[src/design/source_text_tokenizer_unit_assert.svh]
// Assertion macros shared by the tokenizer modules.
`ifndef SOURCE_TEXT_TOKENIZER_UNIT_ASSERT_SVH
`define SOURCE_TEXT_TOKENIZER_UNIT_ASSERT_SVH
`ifndef NO_ASSERTIONS
`define STT_ASSERT_IMPL(lbl, ante, cons) \
    lbl: assert property (@(posedge aclk) disable iff (!aresetn) (ante) |-> (cons)) \
        else $error("tokenizer check failed");
`define STT_ASSERT_NEXT(lbl, ante, cons) \
    lbl: assert property (@(posedge aclk) disable iff (!aresetn) (ante) |=> (cons)) \
        else $error("tokenizer check failed");
`else
`define STT_ASSERT_IMPL(lbl, ante, cons)
`define STT_ASSERT_NEXT(lbl, ante, cons)
`endif
`endif

[src/design/stt_pkg.sv]
// Types, codes and character classes of the source text tokenizer.
package stt_pkg;

    typedef enum logic [1:0] {
        MODE_IDLE,
        MODE_IDENT,
        MODE_NUMBER,
        MODE_OP
    } scan_mode_t;

    typedef enum logic [2:0] {
        OPP_NONE,
        OPP_EQ,
        OPP_BANG,
        OPP_LT,
        OPP_GT,
        OPP_AMP,
        OPP_BAR
    } op_pend_t;

    typedef enum logic [4:0] {
        TK_EOF,
        TK_IF,
        TK_ELSE,
        TK_WHILE,
        TK_FOR,
        TK_INTEGRAL,
        TK_IDENT,
        TK_NUMBER,
        TK_OPERATOR,
        TK_ASSIGN,
        TK_LBRACE,
        TK_RBRACE,
        TK_LPAREN,
        TK_RPAREN,
        TK_SEMI,
        TK_LBRACKET,
        TK_RBRACKET,
        TK_COMMA,
        TK_UNKNOWN
    } tok_kind_t;

    localparam logic [3:0] OPC_NONE   = 4'd0;
    localparam logic [3:0] OPC_PLUS   = 4'd1;
    localparam logic [3:0] OPC_MINUS  = 4'd2;
    localparam logic [3:0] OPC_STAR   = 4'd3;
    localparam logic [3:0] OPC_SLASH  = 4'd4;
    localparam logic [3:0] OPC_ASSIGN = 4'd5;
    localparam logic [3:0] OPC_EQ     = 4'd6;
    localparam logic [3:0] OPC_NE     = 4'd7;
    localparam logic [3:0] OPC_LT     = 4'd8;
    localparam logic [3:0] OPC_LE     = 4'd9;
    localparam logic [3:0] OPC_GT     = 4'd10;
    localparam logic [3:0] OPC_GE     = 4'd11;
    localparam logic [3:0] OPC_AND    = 4'd12;
    localparam logic [3:0] OPC_OR     = 4'd13;

    // Keywords as packed byte strings, last character in the low byte.
    localparam logic [63:0] KW_IF       = 64'h6966;
    localparam logic [63:0] KW_ELSE     = 64'h656C7365;
    localparam logic [63:0] KW_WHILE    = 64'h7768696C65;
    localparam logic [63:0] KW_FOR      = 64'h666F72;
    localparam logic [63:0] KW_INTEGRAL = 64'h696E74656772616C;

    typedef struct packed {
        tok_kind_t   kind;
        logic [3:0]  opc;
        logic [15:0] start;
        logic [15:0] len;
    } token_t;

    // Up to three tokens caused by one byte; last_idx is count minus one.
    typedef struct packed {
        logic [1:0]       last_idx;
        token_t [2:0]     tok;
    } bundle_t;

    typedef struct packed {
        tok_kind_t  kind;
        logic [3:0] opc;
    } kind_opc_t;

    typedef struct packed {
        tok_kind_t  kind;
        logic [3:0] opc;
        op_pend_t   pend;
    } sym_t;

    function automatic logic is_alpha(input logic [7:0] c);
        return (c >= "a" && c <= "z") || (c >= "A" && c <= "Z");
    endfunction

    function automatic logic is_digit(input logic [7:0] c);
        return c >= "0" && c <= "9";
    endfunction

    function automatic logic is_space(input logic [7:0] c);
        return c == " " || (c >= 8'd9 && c <= 8'd13);
    endfunction

    function automatic tok_kind_t word_kind(input logic [63:0] w, input logic kwp);
        tok_kind_t k;
        k = TK_IDENT;
        if (kwp) begin
            if (w == KW_IF)             k = TK_IF;
            else if (w == KW_ELSE)      k = TK_ELSE;
            else if (w == KW_WHILE)     k = TK_WHILE;
            else if (w == KW_FOR)       k = TK_FOR;
            else if (w == KW_INTEGRAL)  k = TK_INTEGRAL;
        end
        return k;
    endfunction

    // A pending operator character that found no partner.
    function automatic kind_opc_t single_op(input op_pend_t p);
        kind_opc_t r;
        unique case (p)
            OPP_EQ:  r = '{kind: TK_ASSIGN,   opc: OPC_ASSIGN};
            OPP_LT:  r = '{kind: TK_OPERATOR, opc: OPC_LT};
            OPP_GT:  r = '{kind: TK_OPERATOR, opc: OPC_GT};
            default: r = '{kind: TK_UNKNOWN,  opc: OPC_NONE};
        endcase
        return r;
    endfunction

    // Class of a byte that starts neither a word nor a number.
    function automatic sym_t sym_class(input logic [7:0] c);
        sym_t s;
        s = '{kind: TK_UNKNOWN, opc: OPC_NONE, pend: OPP_NONE};
        unique case (c)
            "{":     s.kind = TK_LBRACE;
            "}":     s.kind = TK_RBRACE;
            "(":     s.kind = TK_LPAREN;
            ")":     s.kind = TK_RPAREN;
            ";":     s.kind = TK_SEMI;
            "[":     s.kind = TK_LBRACKET;
            "]":     s.kind = TK_RBRACKET;
            ",":     s.kind = TK_COMMA;
            "+":     s = '{kind: TK_OPERATOR, opc: OPC_PLUS,  pend: OPP_NONE};
            "-":     s = '{kind: TK_OPERATOR, opc: OPC_MINUS, pend: OPP_NONE};
            "*":     s = '{kind: TK_OPERATOR, opc: OPC_STAR,  pend: OPP_NONE};
            "/":     s = '{kind: TK_OPERATOR, opc: OPC_SLASH, pend: OPP_NONE};
            "=":     s.pend = OPP_EQ;
            "!":     s.pend = OPP_BANG;
            "<":     s.pend = OPP_LT;
            ">":     s.pend = OPP_GT;
            "&":     s.pend = OPP_AMP;
            "|":     s.pend = OPP_BAR;
            default: s.kind = TK_UNKNOWN;
        endcase
        return s;
    endfunction

endpackage

[src/design/stt_front.sv]
// Scanner front end: accepts bytes, keeps the token state, builds token bundles.
`include "source_text_tokenizer_unit_assert.svh"
module stt_front
    import stt_pkg::*;
#(
    parameter int OB = 16
) (
    input  logic       aclk,
    input  logic       aresetn,
    input  logic       s_tvalid,
    output logic       s_tready,
    input  logic [7:0] s_tdata,
    input  logic       s_tlast,
    input  logic       q_full,
    output logic       q_push,
    output bundle_t    q_data
);

    scan_mode_t     mode_reg, mode_next;
    op_pend_t       opp_reg, opp_next;
    logic [63:0]    wbuf_reg, wbuf_next;
    logic           kwp_reg, kwp_next;
    logic [OB-1:0]  cur_reg, cur_next;
    logic [OB-1:0]  pst_reg, pst_next;
    logic [OB-1:0]  plen_reg, plen_next;
    logic           tf_reg, tf_next;

    logic           acc;
    logic           close;
    logic           used;
    logic [3:0]     code;
    sym_t           sym;
    kind_opc_t      sop;
    logic [OB-1:0]  cur;
    token_t         a_tok, m_tok, e_tok;
    logic           a_v, m_v;
    logic [1:0]     cnt;

    function automatic logic [OB-1:0] sat_inc(input logic [OB-1:0] v);
        return (v == '1) ? v : v + OB'(1);
    endfunction

    function automatic logic [15:0] clip16(input logic [OB-1:0] v);
        logic [OB+15:0] w;
        w = {16'b0, v};
        return (w[OB+15:16] != '0) ? 16'hFFFF : w[15:0];
    endfunction

    function automatic token_t mk(input tok_kind_t k, input logic [3:0] o,
                                  input logic [OB-1:0] st, input logic [OB-1:0] ln);
        token_t t;
        t.kind  = k;
        t.opc   = o;
        t.start = clip16(st);
        t.len   = clip16(ln);
        return t;
    endfunction

    assign s_tready = !q_full;
    assign acc      = s_tvalid && s_tready;
    assign close    = (s_tdata == 8'd0) || s_tlast;

    always_comb begin
        // A finished text restarts from the reset state.
        mode_next = tf_reg ? MODE_IDLE : mode_reg;
        opp_next  = tf_reg ? OPP_NONE  : opp_reg;
        wbuf_next = tf_reg ? 64'd0     : wbuf_reg;
        kwp_next  = tf_reg ? 1'b1      : kwp_reg;
        cur       = tf_reg ? '0        : cur_reg;
        pst_next  = tf_reg ? '0        : pst_reg;
        plen_next = tf_reg ? '0        : plen_reg;
        tf_next   = 1'b0;
        used      = 1'b0;
        code      = OPC_NONE;
        a_v       = 1'b0;
        m_v       = 1'b0;
        a_tok     = '0;
        m_tok     = '0;
        sym       = sym_class(s_tdata);
        sop       = single_op(opp_next);

        // Extend or close the pending token.
        unique case (mode_next)
            MODE_IDENT: begin
                if (is_alpha(s_tdata) || is_digit(s_tdata) || s_tdata == "_") begin
                    if (plen_next >= OB'(8)) kwp_next = 1'b0;
                    wbuf_next = {wbuf_next[55:0], s_tdata};
                    plen_next = sat_inc(plen_next);
                    used      = 1'b1;
                end else begin
                    a_v   = 1'b1;
                    a_tok = mk(word_kind(wbuf_next, kwp_next), OPC_NONE, pst_next,
                               plen_next);
                    mode_next = MODE_IDLE;
                    opp_next  = OPP_NONE;
                end
            end
            MODE_NUMBER: begin
                if (is_digit(s_tdata)) begin
                    plen_next = sat_inc(plen_next);
                    used      = 1'b1;
                end else begin
                    a_v       = 1'b1;
                    a_tok     = mk(TK_NUMBER, OPC_NONE, pst_next, plen_next);
                    mode_next = MODE_IDLE;
                    opp_next  = OPP_NONE;
                end
            end
            MODE_OP: begin
                priority if (s_tdata == "=") begin
                    unique case (opp_next)
                        OPP_EQ:   code = OPC_EQ;
                        OPP_BANG: code = OPC_NE;
                        OPP_LT:   code = OPC_LE;
                        OPP_GT:   code = OPC_GE;
                        default:  code = OPC_NONE;
                    endcase
                end else if (s_tdata == "&" && opp_next == OPP_AMP) begin
                    code = OPC_AND;
                end else if (s_tdata == "|" && opp_next == OPP_BAR) begin
                    code = OPC_OR;
                end else begin
                    code = OPC_NONE;
                end
                a_v = 1'b1;
                if (code != OPC_NONE) begin
                    a_tok = mk(TK_OPERATOR, code, pst_next, OB'(2));
                    used  = 1'b1;
                end else begin
                    a_tok = mk(sop.kind, sop.opc, pst_next, OB'(1));
                end
                mode_next = MODE_IDLE;
                opp_next  = OPP_NONE;
            end
            MODE_IDLE: begin
            end
        endcase

        // Start a token, or emit a one-byte token, with this byte.
        if (!used && s_tdata != 8'd0 && !is_space(s_tdata)) begin
            if (is_alpha(s_tdata) || s_tdata == "_") begin
                mode_next = MODE_IDENT;
                pst_next  = cur;
                plen_next = OB'(1);
                wbuf_next = {56'd0, s_tdata};
                kwp_next  = 1'b1;
            end else if (is_digit(s_tdata)) begin
                mode_next = MODE_NUMBER;
                pst_next  = cur;
                plen_next = OB'(1);
            end else if (sym.pend != OPP_NONE) begin
                mode_next = MODE_OP;
                opp_next  = sym.pend;
                pst_next  = cur;
                plen_next = OB'(1);
            end else begin
                m_v   = 1'b1;
                m_tok = mk(sym.kind, sym.opc, cur, OB'(1));
            end
        end

        // Close the text: flush what is pending, then end of file.
        e_tok = mk(TK_EOF, OPC_NONE, (s_tdata == 8'd0) ? cur : sat_inc(cur), '0);
        if (close) begin
            sop = single_op(opp_next);
            unique case (mode_next)
                MODE_IDENT: begin
                    m_v   = 1'b1;
                    m_tok = mk(word_kind(wbuf_next, kwp_next), OPC_NONE, pst_next,
                               plen_next);
                end
                MODE_NUMBER: begin
                    m_v   = 1'b1;
                    m_tok = mk(TK_NUMBER, OPC_NONE, pst_next, plen_next);
                end
                MODE_OP: begin
                    m_v   = 1'b1;
                    m_tok = mk(sop.kind, sop.opc, pst_next, OB'(1));
                end
                MODE_IDLE: begin
                end
            endcase
            mode_next = MODE_IDLE;
            opp_next  = OPP_NONE;
            tf_next   = 1'b1;
        end

        cur_next = sat_inc(cur);
    end

    // Pack the tokens in order into the bundle.
    always_comb begin
        q_data = '0;
        cnt    = 2'd0;
        if (a_v) begin
            q_data.tok[cnt] = a_tok;
            cnt             = cnt + 2'd1;
        end
        if (m_v) begin
            q_data.tok[cnt] = m_tok;
            cnt             = cnt + 2'd1;
        end
        if (close) begin
            q_data.tok[cnt] = e_tok;
            cnt             = cnt + 2'd1;
        end
        q_data.last_idx = cnt - 2'd1;
        q_push          = acc && (cnt != 2'd0);
    end

    always_ff @(posedge aclk) begin
        if (!aresetn) begin
            mode_reg <= MODE_IDLE;
            opp_reg  <= OPP_NONE;
            wbuf_reg <= 64'd0;
            kwp_reg  <= 1'b1;
            cur_reg  <= '0;
            pst_reg  <= '0;
            plen_reg <= '0;
            tf_reg   <= 1'b0;
        end else if (acc) begin
            mode_reg <= mode_next;
            opp_reg  <= opp_next;
            wbuf_reg <= wbuf_next;
            kwp_reg  <= kwp_next;
            cur_reg  <= cur_next;
            pst_reg  <= pst_next;
            plen_reg <= plen_next;
            tf_reg   <= tf_next;
        end
    end

    `STT_ASSERT_IMPL(a_close_pushes, acc && close, q_push)
    `STT_ASSERT_NEXT(a_close_marks_done, acc && close, tf_reg && mode_reg == MODE_IDLE)

endmodule

[src/design/stt_queue.sv]
// Short queue of token bundles between the scanner and the output stage.
`include "source_text_tokenizer_unit_assert.svh"
module stt_queue
    import stt_pkg::*;
#(
    parameter int DEPTH = 4
) (
    input  logic    aclk,
    input  logic    aresetn,
    input  logic    push,
    input  bundle_t push_data,
    output logic    full,
    input  logic    pop,
    output logic    head_valid,
    output bundle_t head_data
);

    localparam int PTR_BITS = (DEPTH > 1) ? $clog2(DEPTH) : 1;
    localparam int CNT_BITS = $clog2(DEPTH + 1);

    bundle_t               slot_reg [DEPTH];
    logic [PTR_BITS-1:0]   wr_ptr_reg, wr_ptr_next;
    logic [PTR_BITS-1:0]   rd_ptr_reg, rd_ptr_next;
    logic [CNT_BITS-1:0]   count_reg, count_next;

    assign full       = (count_reg == CNT_BITS'(DEPTH));
    assign head_valid = (count_reg != '0);
    assign head_data  = slot_reg[rd_ptr_reg];

    always_comb begin
        wr_ptr_next = wr_ptr_reg;
        rd_ptr_next = rd_ptr_reg;
        count_next  = count_reg;
        if (push) begin
            wr_ptr_next = (wr_ptr_reg == PTR_BITS'(DEPTH - 1)) ? '0
                                                                : wr_ptr_reg + PTR_BITS'(1);
        end
        if (pop) begin
            rd_ptr_next = (rd_ptr_reg == PTR_BITS'(DEPTH - 1)) ? '0
                                                                : rd_ptr_reg + PTR_BITS'(1);
        end
        if (push && !pop) count_next = count_reg + CNT_BITS'(1);
        else if (pop && !push) count_next = count_reg - CNT_BITS'(1);
    end

    always_ff @(posedge aclk) begin
        if (!aresetn) begin
            wr_ptr_reg <= '0;
            rd_ptr_reg <= '0;
            count_reg  <= '0;
        end else begin
            wr_ptr_reg <= wr_ptr_next;
            rd_ptr_reg <= rd_ptr_next;
            count_reg  <= count_next;
        end
    end

    always_ff @(posedge aclk) begin
        if (push) begin
            slot_reg[wr_ptr_reg] <= push_data;
        end
    end

    `STT_ASSERT_IMPL(a_no_push_full, push, !full)
    `STT_ASSERT_IMPL(a_no_pop_empty, pop, head_valid)

endmodule

[src/design/stt_back.sv]
// Output stage: walks each bundle and presents one token per cycle while m_tready is high.
`include "source_text_tokenizer_unit_assert.svh"
module stt_back
    import stt_pkg::*;
(
    input  logic        aclk,
    input  logic        aresetn,
    input  logic        head_valid,
    input  bundle_t     head_data,
    output logic        pop,
    output logic        m_tvalid,
    input  logic        m_tready,
    output logic [39:0] m_tdata,
    output logic [4:0]  m_tuser,
    output logic        m_tlast
);

    logic [1:0]  idx_reg, idx_next;
    logic        valid_reg, valid_next;
    token_t      tok_reg;
    logic        end_reg;
    logic        free;
    logic        take;
    logic        at_last;

    assign free    = !valid_reg || m_tready;
    assign take    = free && head_valid;
    assign at_last = (idx_reg == head_data.last_idx);
    assign pop     = take && at_last;

    always_comb begin
        idx_next   = idx_reg;
        valid_next = valid_reg;
        if (take) begin
            idx_next   = at_last ? 2'd0 : idx_reg + 2'd1;
            valid_next = 1'b1;
        end else if (m_tready) begin
            valid_next = 1'b0;
        end
    end

    always_ff @(posedge aclk) begin
        if (!aresetn) begin
            idx_reg   <= 2'd0;
            valid_reg <= 1'b0;
        end else begin
            idx_reg   <= idx_next;
            valid_reg <= valid_next;
        end
    end

    always_ff @(posedge aclk) begin
        if (take) begin
            tok_reg <= head_data.tok[idx_reg];
            end_reg <= at_last;
        end
    end

    assign m_tvalid = valid_reg;
    assign m_tdata  = {4'd0, tok_reg.len, tok_reg.start, tok_reg.opc};
    assign m_tuser  = tok_reg.kind;
    assign m_tlast  = end_reg;

    `STT_ASSERT_IMPL(a_idx_in_bundle, head_valid, idx_reg <= head_data.last_idx)

endmodule

[src/design/source_text_tokenizer_unit.sv]
// Top level of the streaming source text tokenizer.
// Path: a token passes through the bundle queue and then the output register to m_*.
// Throughput: one byte per cycle while each byte gives at most one token and m_tready
// is high; a byte giving several tokens holds the single output register until they
// drain; the QUEUE_DEPTH-bundle queue absorbs such bursts before s_tready drops.
// Reset: synchronous aresetn clears scanner state, queue and output valid; no sweep.
module source_text_tokenizer_unit
    import stt_pkg::*;
#(
    parameter int OFFSET_BITS = 16,
    parameter int QUEUE_DEPTH = 4
) (
    input  logic        aclk,
    input  logic        aresetn,
    // Source bytes in.
    input  logic        s_tvalid,
    output logic        s_tready,
    input  logic [7:0]  s_tdata,   // [7:0] ch
    input  logic        s_tlast,   // last byte of the text
    // Tokens out.
    output logic        m_tvalid,
    input  logic        m_tready,
    output logic [39:0] m_tdata,   // [3:0] operator_code, [19:4] token_start,
                                   // [35:20] token_length, [39:36] zero
    output logic [4:0]  m_tuser,   // [4:0] token_kind
    output logic        m_tlast    // run_end: last token caused by one byte
);

    // Front to queue: one bundle per byte that gives any token.
    logic    q_full;
    logic    q_push;
    bundle_t q_data;

    // Queue to back end.
    logic    head_valid;
    bundle_t head_data;
    logic    pop;

    // Classify each byte, advance the token state and build its bundle.
    stt_front #(
        .OB (OFFSET_BITS)
    ) u_front (
        .aclk     (aclk),
        .aresetn  (aresetn),
        .s_tvalid (s_tvalid),
        .s_tready (s_tready),
        .s_tdata  (s_tdata),
        .s_tlast  (s_tlast),
        .q_full   (q_full),
        .q_push   (q_push),
        .q_data   (q_data)
    );

    // Hold bundles so the scanner keeps going while the output side stalls.
    stt_queue #(
        .DEPTH (QUEUE_DEPTH)
    ) u_queue (
        .aclk       (aclk),
        .aresetn    (aresetn),
        .push       (q_push),
        .push_data  (q_data),
        .full       (q_full),
        .pop        (pop),
        .head_valid (head_valid),
        .head_data  (head_data)
    );

    // Drain each bundle one token per cycle through the output register while m_tready is high.
    stt_back u_back (
        .aclk       (aclk),
        .aresetn    (aresetn),
        .head_valid (head_valid),
        .head_data  (head_data),
        .pop        (pop),
        .m_tvalid   (m_tvalid),
        .m_tready   (m_tready),
        .m_tdata    (m_tdata),
        .m_tuser    (m_tuser),
        .m_tlast    (m_tlast)
    );

endmodule
[config.mk]
export PLATFORM = sky130hd
export DESIGN_NAME = source_text_tokenizer_unit
export DESIGN_NICKNAME = d
export VERILOG_FILES = /design/src/design/stt_pkg.sv /design/src/design/stt_front.sv /design/src/design/stt_queue.sv /design/src/design/stt_back.sv /design/src/design/source_text_tokenizer_unit.sv
export VERILOG_INCLUDE_DIRS = /design/src /design/src/design
export SDC_FILE = /design/constraint.sdc
export NUM_CORES = 1
export LEC_CHECK = 0
export BUFFER_PORTS_ARGS = -buffer_cell sky130_fd_sc_hd__buf_2
export CAP_MARGIN = 15
export CORE_ASPECT_RATIO = 1.1
export CORE_MARGIN = 2
export CORE_UTILIZATION = 30
export CTS_BUF_LIST = sky130_fd_sc_hd__clkbuf_8
export CTS_CLUSTER_DIAMETER = 200
export DETAILED_ROUTE_END_ITERATION = 8
export PLACE_DENSITY_LB_ADDON = 0.25
export RECOVER_POWER = 25
export SYNTH_ARGS = -nofsm -noshare
export SYNTH_HDL_FRONTEND = slang
export SYNTH_HIERARCHICAL = 1
export SYNTH_SLANG_ARGS = --single-unit
[constraint.sdc]
create_clock -name aclk -period 9.4 [get_ports aclk]
set_input_delay 0.47 -clock aclk [delete_from_list [all_inputs] [get_ports aclk]]
set_output_delay 0.47 -clock aclk [all_outputs]
set_load 0.005 [all_outputs]
==> reports/metrics.cfg <==
[status]
status = finished, violations left
violations = capacitance limit, slew limit

[finish]
largest_register_ffs = 500
area_growth_pct = 11.8
finish.utilization_pct = 33.7
drive_above_1_share_pct = 14.8
nFillCells = 10100
fin_nets = 2397
layoutNonFillerInstCount = 3834

[setup_path]
path_delay_family = simple AND/OR/NAND/NOR gates
cp_cell_sequence = clkbuf_1 > or4bb_1 > nor4_1 > a211oi_1 > a21boi_0 > or3_1 > a2bb2o_2 > nand2_1 > nand2_1 > inv_1 > ha_1 > nand2_1 > o21ai_0 > ha_1 > nor2_1 > and2_4 > buf_4
startpoint = u_front/tf_reg$_SDFFE_PN0P_
path_class = flip-flop to flip-flop
slowest_delay_ns = 0.92
worstPathMaxFanout = 60
cp.required_ns = 9.80
crit_top_cell = nand2_1
cp-end-kind = flip-flop
start_kind = flip-flop
arrival_ns = 8.21
slowest_stage = and2_4
r2r_start = u_front/tf_reg$_SDFFE_PN0P_
cp_num_buf_inv = 3

[job]
drv_cap = 12

[floorplanning]
io_pins = 61
row_count = 123
core_area_um2 = 102000
die-area_um2 = 105000
die_w_um = 309
die_y_um = 340
start_util_pct = 30.2

[grt]
gr-total-overflow = 0
grt_pass1_wl_um = 124000
grt_pass1_vias = 19600
grt_use_total_pct = 15.4
grt_max_degree = 89
antenna_found_initial = 9

[pwr]
power.density_nw_per_um2 = 224
power.leakage_nw = 10.8
total_power_mw = 7.70
ir_worst_vdd_uv = 121

[sta]
layout_min_cycle_time_ns = 7.81
rsz0062_at_grt = false
clock_skew_ns = 0.0646
fin_crit_sh_pct = 83.1
worst_slew_pin_slew_ns = 4.08
report.final.slew_viol_count = 553
finalSetupViolations = 0
hold_viol_final = 0
clock.fmax_mhz = 128
max_slew_margin_pct = -172
final.setup.tns_ns = 0
whs_ns = 0.127

[detailed_routing]
totalWireLength_um = 81200
avgViaCountPerCell = 5.14
firstDrtPassIters = 5
drcViolationCount = 0
drtIter0Drc = 1605
wl_per_cell_um = 21.2
ant_nets = 0
dr_total_vias = 19700

[clock_tree]
clk_pin_slew_ns = 0.07
cts_tree = yes
cts_root_buf = clkbuf_8
ctsLongestPathBuffers = 3
clock-sinks = 673
htree_levels = 3
numCtsBuffers = 113
clock_latency_ns = 0.77

[logic_synthesis]
synth_top_cells_by_count = edfxtp_1, nand2_1, nor2_1
synthAdderAreaFrac_pct = 0.757
yosys.area.top_type = edfxtp_1
avgSynthCellArea_um2 = 13.3
synth_edf_count = 542
synth_cells = 2314
yosys.area_share.simple_pct = 12.8
async_flop_share_pct = 0
yosysMostFrequentCell = edfxtp_1
synth_xor_area_share_pct = 0.598
synth_compound_area_share_pct = 9.76
synth.top_cell.area_share_pct = 52.9
yosysWarnings = 6
synth-seq-area-share_pct = 61.5
synth-seq-cells = 673
synth_top_family_by_area = simple AND/OR/NAND/NOR gates
synth_area_um2 = 30800
yosys-top-cells-area = edfxtp_1, mux4_2, dfxtp_1
yosys-mux-area-fraction_pct = 11.1
synth.distinct_cells = 91
synthFlopType = edfxtp_1

[place]
dp_cells = 3624
io_buffers = 56
gp_congestion = 0.880
place.detailed.hpwl_um = 52500

[min_path]
holdCritPathClass = input pin to flip-flop
hold_path_startpoint = m_tready

==> kinds of logic (layout without fill, tap and decap cells) <==
kind of cell / Yosys count / in the layout
mux: 183 / 183
simple gates: 762 / 762
compound gates: 441 / 441
other cells: 2 / 31
buf+inv: 214 / 330
flops: 673 / 673
xor+xnor: 21 / 21
fa+ha+maj: 18 / 18
==> through the flow <==
step                      setup slack, ns  instance area, um2
final                                1.59               34400
after global routing                 1.08               34400
after CTS                            2.52               34400
after detailed placement             2.57               32200
after global placement               2.68               32200
after floorplan                      2.15               30900
==> worst paths after layout <==
check                           slack (ns)  depth (start not counted)                                 to
worst min register to register        0.50                          2   u_front/plen_reg[0]$_SDFFE_PN0P_
worst min-delay path                  0.13                          3       u_back/m_tvalid$_SDFFE_PN0P_
worst max register to register        1.59                         17  u_queue/slot_reg[3][82]$_DFFE_PP_
worst max-delay path                  1.59                         17  u_queue/slot_reg[3][82]$_DFFE_PP_
==> layout by cell type (no fill, tap or decap), drive strengths merged, types with 9 or more instances in the layout <==
cell / synthesis / routed
a21boi: 18 / 18
a21oi: 56 / 56
a221o: 16 / 16
a22oi: 113 / 113
a31oi: 9 / 9
and2: 46 / 46
and3: 15 / 15
buf: 84 / 55
clkbuf: 101 / 160
clkinv: 0 / 40
conb: 2 / 29
dfxtp: 131 / 131
edfxtp: 542 / 542
ha: 17 / 17
inv: 29 / 66
mux2i: 56 / 56
mux4: 125 / 125
nand2: 203 / 203
nand2b: 14 / 14
nand3: 39 / 39
nand4: 21 / 21
nor2: 140 / 140
nor2b: 117 / 117
nor3: 54 / 54
nor3b: 9 / 9
nor4: 38 / 38
o211ai: 9 / 9
o21ai: 137 / 137
o22ai: 12 / 12
or3: 17 / 17
or4: 10 / 10
xor2: 13 / 13
==> power breakdown <==
group	switching [mW]	leakage, nW	internal (mW)	total, mW
Clock	1.20	1.24	1.33	2.54
Sequential	0.0911	6.23	3.58	3.67
Combinational	0.896	3.34	0.601	1.50
Total	2.19	10.8	5.51	7.70
==> layout make-up <==
cell class	count	area, um2	share of cell area (%)
repair buffers	95	544	1.58
diodes	2	5.00	0.0146
inverters	29	109	0.317
clock inverters	85	538	1.56
well taps	1375	1720	5.00
flip-flops and latches	673	18900	55.0
clock buffers	121	1670	4.84
multi-input cells	1454	10900	31.7
==> repair_timing <==
item | CTS | global route
hold buffers | 0 | 1
hold endpoints to repair | 0 | 1
buffers inserted | 0 | 0
gates resized for setup | 0 | 0
==> tightest hold or removal path: stages <==
cell and delay (ns):
buf_2 0.07, nand2b_1 0.19, a21boi_0 0.11
==> layer usage <==
metal	global-route usage, %	up-vias	part of all wire [%]
li1	-	9006	-
met1	21.4	9980	46
met2	24.3	567	47
met3	2.60	164	5.1
met4	4.92	6	2.6
met5	0	-	0.042
No activity file was read; power rests on OpenSTA's default activity.
